==> src/hdl/kcmh_pkg.sv <==
`timescale 1ns / 1ps

package kcmh_pkg;

   // Data widths.
   localparam int unsigned WORD_W = 64;
   localparam int unsigned HALF_W = 32;
   localparam int unsigned FRAC_W = 53;

   // Finalizer constants.
   localparam logic [WORD_W-1:0] MIX_MUL_A = 64'hBF58_476D_1CE4_E5B9;
   localparam logic [WORD_W-1:0] MIX_MUL_B = 64'h94D0_49BB_1331_11EB;
   localparam int unsigned SHIFT_PRE = 30;
   localparam int unsigned SHIFT_MID = 27;
   localparam int unsigned SHIFT_END = 31;
   localparam int unsigned FRAC_SHIFT = 11;

   // Register map of the configuration port.
   localparam int unsigned CSR_IDX_W = 1;
   localparam logic [CSR_IDX_W-1:0] REG_SEED_VALUE = 1'd0;
   localparam logic [CSR_IDX_W-1:0] REG_COUNTER_ENABLE = 1'd1;

   // Request commands.
   localparam logic CMD_KEY = 1'b0;
   localparam logic CMD_CLEAR = 1'b1;

   // Partial product steps of one 64-bit multiply.
   localparam logic [1:0] STEP_LL = 2'd0;
   localparam logic [1:0] STEP_HL = 2'd1;
   localparam logic [1:0] STEP_LH = 2'd2;
   localparam logic [1:0] STEP_FIN = 2'd3;

   // Sequencer states.
   typedef enum logic [2:0] {
      S_IDLE = 3'b001,
      S_MUL  = 3'b010,
      S_DONE = 3'b100
   } state_type;

endpackage

==> src/hdl/kcmh_if.sv <==
`timescale 1ns / 1ps

// Request channel: one key or one clear command per request.
interface kcmh_req_if;
   import kcmh_pkg::*;
   logic              valid;
   logic              ready;
   logic              cmd;
   logic [WORD_W-1:0] key_value;
   logic              last_key;

   modport source (output valid, output cmd, output key_value, output last_key,
                   input ready);
   modport sink (input valid, input cmd, input key_value, input last_key,
                 output ready);
endinterface

// Response channel: one result per finished call.
interface kcmh_rsp_if;
   import kcmh_pkg::*;
   logic              valid;
   logic              ready;
   logic [WORD_W-1:0] hash_out;
   logic [FRAC_W-1:0] fraction_bits;
   logic [WORD_W-1:0] calls_counted;

   modport source (output valid, output hash_out, output fraction_bits,
                   output calls_counted, input ready);
   modport sink (input valid, input hash_out, input fraction_bits,
                 input calls_counted, output ready);
endinterface

==> src/hdl/keyed_counter_mix_hash.sv <==
`timescale 1ns / 1ps
// A clear is handled in the idle state; a key runs two multiplies on one 32x32 multiplier,
// each through steps LL, HL, LH and FIN. A non-last key then returns to idle; a last key
// goes on to the result state, and when the counter is folded in, two more multiplies come first.
// A request is taken only in the idle state, so a key must finish before another request is
// taken; a response held by the sink stalls the result state.
// Reset (synchronous, active high) clears seed, counter enable, call counter and call state.
module keyed_counter_mix_hash
   import kcmh_pkg::*;
(
   input  logic                 clock,
   input  logic                 reset,
   input  logic                 csr_wr_en,
   input  logic [CSR_IDX_W-1:0] csr_index,
   input  logic [WORD_W-1:0]    csr_wr_data,
   kcmh_req_if.sink             req_ch,
   kcmh_rsp_if.source           rsp_ch
);

   state_type         state_ff, state_in;
   logic [WORD_W-1:0] seed_ff;
   logic              ctr_en_ff;
   logic [WORD_W-1:0] counter_ff, counter_in;
   logic              in_call_ff, in_call_in;
   logic [WORD_W-1:0] hash_ff, hash_in;
   logic [WORD_W-1:0] opnd_ff, opnd_in;
   logic [WORD_W-1:0] prod_ff, prod_in;
   logic [WORD_W-1:0] acc_ff, acc_in;
   logic [1:0]        step_ff, step_in;
   logic              half_ff, half_in;
   logic              fold_ff, fold_in;
   logic              last_ff, last_in;
   logic              rsp_valid_ff, rsp_valid_in;
   logic [WORD_W-1:0] rsp_hash_ff, rsp_hash_in;
   logic [WORD_W-1:0] rsp_count_ff, rsp_count_in;

   logic              req_fire;
   logic              rsp_free;
   logic [WORD_W-1:0] start_v;
   logic [WORD_W-1:0] mul_const;
   logic [HALF_W-1:0] mul_a, mul_b;
   logic [WORD_W-1:0] mid_v, end_v, ctr_v;

   // Configuration registers.
   always_ff @(posedge clock) begin
      if (reset) begin
         seed_ff <= '0;
         ctr_en_ff <= 1'b0;
      end else if (csr_wr_en) begin
         case (csr_index)
            REG_SEED_VALUE:     seed_ff <= csr_wr_data;
            REG_COUNTER_ENABLE: ctr_en_ff <= csr_wr_data[0];
            default:            ;
         endcase
      end
   end

   // Handshake signals.
   assign req_ch.ready = (state_ff == S_IDLE);
   assign req_fire = req_ch.valid && req_ch.ready;
   assign rsp_free = !rsp_valid_ff || rsp_ch.ready;

   // Shared multiplier: one 32x32 partial product per step.
   assign mul_const = half_ff ? MIX_MUL_B : MIX_MUL_A;
   assign mul_a = (step_ff == STEP_HL) ? opnd_ff[WORD_W-1:HALF_W] : opnd_ff[HALF_W-1:0];
   assign mul_b = (step_ff == STEP_LH) ? mul_const[WORD_W-1:HALF_W] : mul_const[HALF_W-1:0];
   assign prod_in = WORD_W'(mul_a) * WORD_W'(mul_b);

   // Accumulate the partial products into the low 64 bits of the full product.
   always_comb begin
      acc_in = acc_ff;
      if (step_ff == STEP_HL) begin
         acc_in = prod_ff;
      end else if (step_ff == STEP_LH || step_ff == STEP_FIN) begin
         acc_in = {acc_ff[WORD_W-1:HALF_W] + prod_ff[HALF_W-1:0], acc_ff[HALF_W-1:0]};
      end
   end

   // Shift and xor steps around the two multiplies.
   assign start_v = (in_call_ff ? hash_ff : seed_ff) ^ req_ch.key_value;
   assign mid_v = acc_in ^ (acc_in >> SHIFT_MID);
   assign end_v = acc_in ^ (acc_in >> SHIFT_END);
   assign ctr_v = end_v ^ counter_ff;

   // Sequencer.
   always_comb begin
      state_in = state_ff;
      counter_in = counter_ff;
      in_call_in = in_call_ff;
      hash_in = hash_ff;
      opnd_in = opnd_ff;
      step_in = step_ff;
      half_in = half_ff;
      fold_in = fold_ff;
      last_in = last_ff;
      rsp_valid_in = rsp_valid_ff && !rsp_ch.ready;
      rsp_hash_in = rsp_hash_ff;
      rsp_count_in = rsp_count_ff;
      case (state_ff)
         S_IDLE: begin
            if (req_fire) begin
               if (req_ch.cmd == CMD_CLEAR) begin
                  counter_in = '0;
               end else begin
                  opnd_in = start_v ^ (start_v >> SHIFT_PRE);
                  step_in = STEP_LL;
                  half_in = 1'b0;
                  fold_in = req_ch.last_key && ctr_en_ff;
                  last_in = req_ch.last_key;
                  state_in = S_MUL;
               end
            end
         end
         S_MUL: begin
            step_in = step_ff + 2'd1;
            if (step_ff == STEP_FIN) begin
               step_in = STEP_LL;
               if (!half_ff) begin
                  opnd_in = mid_v;
                  half_in = 1'b1;
               end else if (fold_ff) begin
                  // Fold the counter value before its increment.
                  opnd_in = ctr_v ^ (ctr_v >> SHIFT_PRE);
                  half_in = 1'b0;
                  fold_in = 1'b0;
                  counter_in = counter_ff + WORD_W'(1);
               end else begin
                  hash_in = end_v;
                  in_call_in = !last_ff;
                  state_in = last_ff ? S_DONE : S_IDLE;
               end
            end
         end
         S_DONE: begin
            if (rsp_free) begin
               rsp_valid_in = 1'b1;
               rsp_hash_in = hash_ff;
               rsp_count_in = counter_ff;
               state_in = S_IDLE;
            end
         end
         default: begin
            state_in = S_IDLE;
         end
      endcase
   end

   // Control registers.
   always_ff @(posedge clock) begin
      if (reset) begin
         state_ff <= S_IDLE;
         counter_ff <= '0;
         in_call_ff <= 1'b0;
         step_ff <= STEP_LL;
         half_ff <= 1'b0;
         fold_ff <= 1'b0;
         last_ff <= 1'b0;
         rsp_valid_ff <= 1'b0;
      end else begin
         state_ff <= state_in;
         counter_ff <= counter_in;
         in_call_ff <= in_call_in;
         step_ff <= step_in;
         half_ff <= half_in;
         fold_ff <= fold_in;
         last_ff <= last_in;
         rsp_valid_ff <= rsp_valid_in;
      end
   end

   // Datapath registers.
   always_ff @(posedge clock) begin
      hash_ff <= hash_in;
      opnd_ff <= opnd_in;
      prod_ff <= prod_in;
      acc_ff <= acc_in;
      rsp_hash_ff <= rsp_hash_in;
      rsp_count_ff <= rsp_count_in;
   end

   // Response outputs.
   assign rsp_ch.valid = rsp_valid_ff;
   assign rsp_ch.hash_out = rsp_hash_ff;
   assign rsp_ch.fraction_bits = FRAC_W'(rsp_hash_ff >> FRAC_SHIFT);
   assign rsp_ch.calls_counted = rsp_count_ff;

   // A clear request zeroes the call counter on the next cycle.
   assert property (@(posedge clock) disable iff (reset)
      req_fire && req_ch.cmd == CMD_CLEAR |=> counter_ff == '0)
      else $error("call counter not cleared");

   // A new response appears only out of the result state.
   assert property (@(posedge clock) disable iff (reset)
      $rose(rsp_valid_ff) |-> $past(state_ff == S_DONE))
      else $error("response raised outside result state");

   // The result state never overwrites a response that is still pending.
   assert property (@(posedge clock) disable iff (reset)
      state_ff == S_DONE && rsp_valid_ff && !rsp_ch.ready |=> state_ff == S_DONE)
      else $error("pending response overwritten");

endmodule
==> src/flat_wrapper.sv <==
// flat-port wrapper written by rule: the top's interface ports become plain ports
module keyed_counter_mix_hash_flat import kcmh_pkg::*;
  (clock, reset, csr_wr_en, csr_index, csr_wr_data, req_ch_valid, req_ch_cmd, req_ch_key_value, req_ch_last_key, req_ch_ready, rsp_ch_valid, rsp_ch_hash_out, rsp_ch_fraction_bits, rsp_ch_calls_counted, rsp_ch_ready);
  kcmh_req_if req_ch_i ();
  kcmh_rsp_if rsp_ch_i ();
  input  logic clock;
  input  logic reset;
  input  logic csr_wr_en;
  input  logic [CSR_IDX_W-1:0] csr_index;
  input  logic [WORD_W-1:0] csr_wr_data;
  input wire logic [$bits(req_ch_i.valid)-1:0] req_ch_valid;
  input wire logic [$bits(req_ch_i.cmd)-1:0] req_ch_cmd;
  input wire logic [$bits(req_ch_i.key_value)-1:0] req_ch_key_value;
  input wire logic [$bits(req_ch_i.last_key)-1:0] req_ch_last_key;
  output wire logic [$bits(req_ch_i.ready)-1:0] req_ch_ready;
  output wire logic [$bits(rsp_ch_i.valid)-1:0] rsp_ch_valid;
  output wire logic [$bits(rsp_ch_i.hash_out)-1:0] rsp_ch_hash_out;
  output wire logic [$bits(rsp_ch_i.fraction_bits)-1:0] rsp_ch_fraction_bits;
  output wire logic [$bits(rsp_ch_i.calls_counted)-1:0] rsp_ch_calls_counted;
  input wire logic [$bits(rsp_ch_i.ready)-1:0] rsp_ch_ready;
  assign req_ch_i.valid = req_ch_valid;
  assign req_ch_i.cmd = req_ch_cmd;
  assign req_ch_i.key_value = req_ch_key_value;
  assign req_ch_i.last_key = req_ch_last_key;
  assign req_ch_ready = req_ch_i.ready;
  assign rsp_ch_valid = rsp_ch_i.valid;
  assign rsp_ch_hash_out = rsp_ch_i.hash_out;
  assign rsp_ch_fraction_bits = rsp_ch_i.fraction_bits;
  assign rsp_ch_calls_counted = rsp_ch_i.calls_counted;
  assign rsp_ch_i.ready = rsp_ch_ready;
  keyed_counter_mix_hash u_core (.clock(clock), .reset(reset), .csr_wr_en(csr_wr_en), .csr_index(csr_index), .csr_wr_data(csr_wr_data), .req_ch(req_ch_i), .rsp_ch(rsp_ch_i));
endmodule
==> config.mk <==
export PLATFORM = sky130hd
export DESIGN_NAME = keyed_counter_mix_hash_flat
export DESIGN_NICKNAME = d
export VERILOG_FILES = /design/src/hdl/kcmh_pkg.sv /design/src/hdl/kcmh_if.sv /design/src/hdl/keyed_counter_mix_hash.sv /design/src/flat_wrapper.sv
export SDC_FILE = /design/constraint.sdc
export NUM_CORES = 2
export LEC_CHECK = 0
export BUFFER_PORTS_ARGS = -buffer_cell sky130_fd_sc_hd__buf_2
export CAP_MARGIN = 40
export CORE_ASPECT_RATIO = 2
export CORE_MARGIN = 2
export CORE_UTILIZATION = 31
export CTS_BUF_LIST = sky130_fd_sc_hd__clkbuf_16
export DETAILED_ROUTE_END_ITERATION = 16
export HOLD_SLACK_MARGIN = 0.1
export PLACE_DENSITY = 0.56
export SLEW_MARGIN = 20
export SYNTH_ARGS = -nofsm -noshare
export SYNTH_HDL_FRONTEND = slang
export SYNTH_SLANG_ARGS = --single-unit
==> constraint.sdc <==
create_clock -name clock -period 20.3 [get_ports clock]
set_clock_uncertainty 0.2 [all_clocks]
set_input_delay 3.045 -clock clock [delete_from_list [all_inputs] [get_ports clock]]
set_output_delay 3.045 -clock clock [all_outputs]
set_load 0.01 [all_outputs]
======== Word-level counts from Yosys, hierarchy flattened ========
Cells that the tools add are included.
W data, S select, Z words.
word-level totals
  bits in registers ....................... 523
  bits in latches ......................... 0
  memory bits (writable) .................. 0
  bits in read-only memories .............. 0
  input bits .............................. 136
  output and inout port bits .............. 183
  logic and storage cells ................. 107
  memories kept ........................... 0
operators by class
  add/subtract/negate cells ............... 3
  multipliers ............................. 1
  divide/modulo/power cells ............... 0
  magnitude comparators ................... 0
  equal/unequal tests ..................... 15
  shift-type cells ........................ 0
  multiplexer cells ....................... 43
  bitwise gates (word level) .............. 9
  reduce and logical (&&, ||, !) cells .... 20
operator list
  operator                 number
  $mux W64                 13
  $pmux W64 S2             2
  $xor A64 B34 Y64         2
  $xor A64 B64 Y64         2
  $add A64 B1 Y64 const B  1
  $mul A32 B32 Y64         1
  $mux W32                 2
  $xor A64 B33 Y64         1
  $xor A64 B37 Y64         1
  $mux W62                 1
  $add A32 B32 Y32         1
  $mux W3                  7
  $reduce_and A6 Y1        2
  $mux W1                  11
  $reduce_and A5 Y1        2
  $pmux W3 S3              1
  $ne A2 B1 Y1 const B     4
  $ne A2 B2 Y1 const B     4
  $reduce_and A4 Y1        2
  $mux W2                  3
  $reduce_and A2 Y1        3
  $reduce_and A3 Y1        2
  $eq A2 B2 Y1 const B     2
  $pmux W1 S2              2
  other kinds (12)         19

======== Longest topological paths before layout ========
  depth after elaboration ................. 11
  depth in mapped cells ................... 41
  depth with buffers taken out ............ 36

======== Worst setup path after synthesis ========
Ideal clock, no wire load.
  path kind ............................... register to register
  start ................................... register u_core.step_ff[0]
  end ..................................... register u_core.prod_ff[57]
  setup time .............................. 123 ps
  arrival time ............................ 9180 ps
  data required time ...................... 19977 ps
  slack ................................... 10797 ps
  cell stages (with the launch flop) ...... 37
  buffers on the path ..................... 6
  period minus slack after synthesis ...... 9503 ps
  path through ............................ dfxtp_1 > ha_1 > clkbuf_1 > buf_2 > buf_1 > clkbuf_1 > buf_2 > mux2_2 > nand2_1 > inv_1 > nand2_1 > o21ai_0 > fa_1 > fa_1 > fa_1 > inv_1 > fa_1 > inv_1 > fa_1 > fa_1 > fa_1 > inv_1 > fa_1 > inv_1 > ha_1 > clkbuf_1 > a21o_1 > a21o_1 > a21oi_1 > o21ai_0 > a31oi_1 > o31a_1 > o2111ai_1 > a31oi_1 > nand3b_1 > o21bai_1 > xor2_1
on the way
  cells in the longest elaborated chain, start to end .. 3
  elaborated cells between the ends (all ways) .. 5
  those cells by class .................... mul (1); eq/ne (2); mux (2)
ends and longest elaborated chain
  element                                       RTL line                                                    RTL
  start, declared                               keyed_counter_mix_hash.sv:29                                logic [1:0] step_ff, step_in;
  start signal, assigned                        keyed_counter_mix_hash.sv:163                               step_ff <= step_in;
  $eq A2 B1 Y1 or $eq A2 B2 Y1 (tied branches)  keyed_counter_mix_hash.sv:65, keyed_counter_mix_hash.sv:66
  $mux W32, on equally long branches            keyed_counter_mix_hash.sv:65, keyed_counter_mix_hash.sv:66
  $mul A32 B32 Y64 *                            keyed_counter_mix_hash.sv:67                                assign prod_in = WORD_W'(mul_a) * WORD_W'(mul_b);
  via u_core.prod_in[57]                        keyed_counter_mix_hash.sv:27                                logic [WORD_W-1:0] prod_ff, prod_in;
  end signal, assigned                          keyed_counter_mix_hash.sv:175                               prod_ff <= prod_in;
  end, declared                                 keyed_counter_mix_hash.sv:27
Mark *: on every way through the listed nets, which the timed path passes. The rest lies on a longest branch.
A chain may end at the register's enable or synchronous reset.

======== Worst setup path after layout ========
  start ................................... register u_core.step_ff[0]
  end ..................................... register u_core.prod_ff[56]
The elaborated chain is that of the path after synthesis.

==> metrics.txt <==
DR WL/cell about 30 um; H-tree levels 2; WL final about 240000 um; Worst Setup End Kind flip-flop; Layout Nets 6931; grt total ovfl 0; chip height ~590 um; Top FF cell, synth dfxtp_1; Initial Util 0.311; vias per cell a little under 5; critical path data required time ~21 ns; Clock Latency Late Sink 0.64 ns; total track usage 0.270; Final GP Congestion 1.03; Post-synth EDFFs 256; Mapped Cells 5396; synthesis-to-finish area growth 10.4%; Max Cap Viol 0; antenna viol nets, final 0; worst min path class flip-flop to flip-flop; syn_nets between 6000 and 7000; compound-cell area share of the yosys netlist 0.0737; final worst path period need 11.48 ns; Slew Viols, Final 0; largest net degree at the start of global routing 62; main combinational cell family by area after synthesis adder cells; core footprint 171000 um2; critical path type flip-flop to flip-flop; Max Fclk a little under 90 MHz; Post-Synthesis Cell Area 53200 um2; die width 297 um; router iterations before antenna repair 7; RSZ-0062 raised after global routing false; largest fanout on the critical path 34; Reg clk slew, reported paths 0.09 ns; Sink Count around 520; CP startpoint kind flip-flop; residual DRC count 0; CTS root buffer clkbuf_16; Bufs on Longest Clock Path 3; slowest CP cell fa_1; Ys Warns 0; Critical Path AT 11.78 ns; drt initial violations around 2300; number of global-route vias before repair 43600; # IOs 319; first-pass GRT wire length 328000 um; total CTS buffers 42; CTS-repair resized insts 0; Hold Buf Count CTS 0; status completed; Total Neg Setup Slack 0 ns; layout cell share with drive strength beyond 1 0.101; flop and latch count out of synthesis 523; antenna violations before repair 3; family with the most delay on the worst path adder cells; Period Utilization, post-route 0.566; XOR/XNOR Fraction of Synth Area 0.0714; post-CTS setup buffer count 0; Worst Tran Pin Value between 0.9 and 1 ns; Slew HR 0.344; Post-synth ARST share 0; synth unique cells 94; CTS tree built; post-DP HPWL 202000 um; Die ar. about 180000 um2; row count 215; # fillers 17800; Most Frequent Cell on Critical Path fa_1; CP max stage delay between 0.7 and 0.8 ns; post-synthesis sequential area ratio 0.245; Worst Path Buf+Inv 7; final hold vios 0; synthesized-area fraction occupied by adder cells 0.392; final setup vio count 0; DR vias 39200; post-synthesis mux area share 0.0281; IO buf count ~320; syn_area_per_cell 9.87 um2; Synth Area in Simple Gates 0.0879
worst paths after layout:
check                                  start  cells past startpoint                         endpoint  slack [ns]
max           u_core.step_ff[0]$_SDFFE_PP0P_                     32       u_core.prod_ff[56]$_DFF_P_        8.82
min          u_core.seed_ff[57]$_SDFFE_PP0P_                      2  u_core.seed_ff[57]$_SDFFE_PP0P_        0.25
max reg2reg   u_core.step_ff[0]$_SDFFE_PP0P_                     32       u_core.prod_ff[56]$_DFF_P_        8.82
min reg2reg  u_core.seed_ff[57]$_SDFFE_PP0P_                      2  u_core.seed_ff[57]$_SDFFE_PP0P_        0.25
sequential cells by signal (all words and copies together), names as in the netlist, 2 cells and up:
signal and count:
u_core.seed_ff 64, u_core.step_ff 2, u_core.hash_ff 64, u_core.prod_ff 64
u_core.counter_ff 64, u_core.rsp_ch.hash_out 64, u_core.rsp_ch.calls_counted 64, u_core.state_ff 3
u_core.opnd_ff 64, u_core.acc_ff 64
Yosys cell counts (5+ instances only):
| cell | instances | area share |
|---|---|---|
| and3_1 | 29 | 0.0034 |
| a31oi_1 | 12 | 0.0014 |
| o21ai_0 | 124 | 0.012 |
| or3_1 | 21 | 0.0025 |
| o21a_1 | 15 | 0.0021 |
| mux2_2 | 24 | 0.0051 |
| or2_2 | 9 | 0.0011 |
| nand4_1 | 27 | 0.0032 |
| xor2_1 | 130 | 0.021 |
| clkbuf_1 | 148 | 0.010 |
| dfxtp_1 | 267 | 0.10 |
| nand3b_1 | 7 | 0.00099 |
| nor2_1 | 373 | 0.026 |
| o22ai_1 | 23 | 0.0027 |
| nand2_1 | 448 | 0.032 |
| o21bai_1 | 13 | 0.0018 |
| a21oi_1 | 275 | 0.026 |
| a211oi_1 | 7 | 0.00099 |
| and2_1 | 12 | 0.0014 |
| nor2b_1 | 10 | 0.0012 |
| nand2b_1 | 12 | 0.0014 |
| mux2i_1 | 121 | 0.023 |
| buf_1 | 22 | 0.0016 |
| nand3_1 | 55 | 0.0052 |
| a221o_1 | 6 | 0.0011 |
| fa_1 | 799 | 0.30 |
| nor3_1 | 34 | 0.0032 |
| and4_1 | 7 | 0.0012 |
| xnor2_1 | 288 | 0.047 |
| nor3b_1 | 5 | 0.00071 |
| buf_4 | 54 | 0.0076 |
| inv_1 | 1138 | 0.080 |
| o211ai_1 | 16 | 0.0023 |
| ha_1 | 390 | 0.092 |
| buf_2 | 17 | 0.0016 |
| edfxtp_1 | 256 | 0.14 |
| nor4_1 | 8 | 0.00094 |
| o21ai_1 | 29 | 0.0027 |
| a21o_1 | 70 | 0.0099 |
metal layers:
layer	global-route usage	share of wire	vias to the layer above
met2	0.527	0.55	1517
met4	0.281	0.13	0
li1	-	-	17200
met1	0.224	0.28	19700
met3	0.0301	0.037	729
met5	0	0	-
kinds of logic after synthesis:
kind of cell / count (synthesis)
adders and majority gates: 1189
buffers and inverters: 1386
DFF: 523
muxes: 146
AOI/OAI and AO/OA: 649
and+or+nand+nor: 1078
xor gates and xnor gates: 425
cell type report:
| cell class | count | area (um2) | area share |
|---|---|---|---|
| Multi-Input combinational cell | 3487 | 34900 | 0.593 |
| Sequential cell | 523 | 13000 | 0.222 |
| Inverter | 1144 | 4290 | 0.0731 |
| Tap cell | 2278 | 2850 | 0.0485 |
| Timing Repair Buffer | 408 | 2320 | 0.0396 |
| Clock buffer | 42 | 1050 | 0.0179 |
| Clock inverter | 35 | 337 | 0.00573 |
| Antenna cell | 3 | 7.51 | 0.000128 |
metrics by stage:
step | worst slack (ns) | instance area [um2] | hold WS [ns] | instances | util
floorplan | 10.80 | 53200 | 0.206 | 5396 | -
global placement | 8.66 | 57100 | 0.231 | 7814 | 0.334
detailed placement | 8.80 | 57300 | 0.234 | 7834 | 0.335
CTS | 8.72 | 58700 | 0.252 | 7911 | 0.343
global route | 8.32 | 58800 | 0.264 | 7919 | 0.343
finish | 8.82 | 58800 | 0.254 | 7920 | 0.344
layout by cell type (no fill, tap or decap), types with 27 or more instances in the layout:
| master | instances |
|---|---|
| inv_1 | 1137 |
| fa_1 | 799 |
| nand2_1 | 446 |
| ha_1 | 387 |
| nor2_1 | 367 |
| buf_2 | 323 |
| xnor2_1 | 288 |
| a21oi_1 | 275 |
| dfxtp_1 | 265 |
| edfxtp_1 | 256 |
| xor2_1 | 130 |
| o21ai_0 | 122 |
| mux2i_1 | 118 |
| buf_4 | 77 |
| a21o_1 | 70 |
| nand3_1 | 55 |
| clkbuf_16 | 42 |
| nor3_1 | 34 |
| o21ai_1 | 31 |
| and3_1 | 29 |
| nand4_1 | 27 |
worst reg2reg max path: cells and delay by family (launching register included):
family          cells  cell delay, ns
fa+ha+maj          10            5.19
compound gates     10            2.55
buf+inv             7            1.08
simple gates        3            1.05
mux                 2            0.83
flops               1            0.45
Power is not shown: default switching activity piles up to over one toggle a cycle in this logic, so the estimate is an artifact.
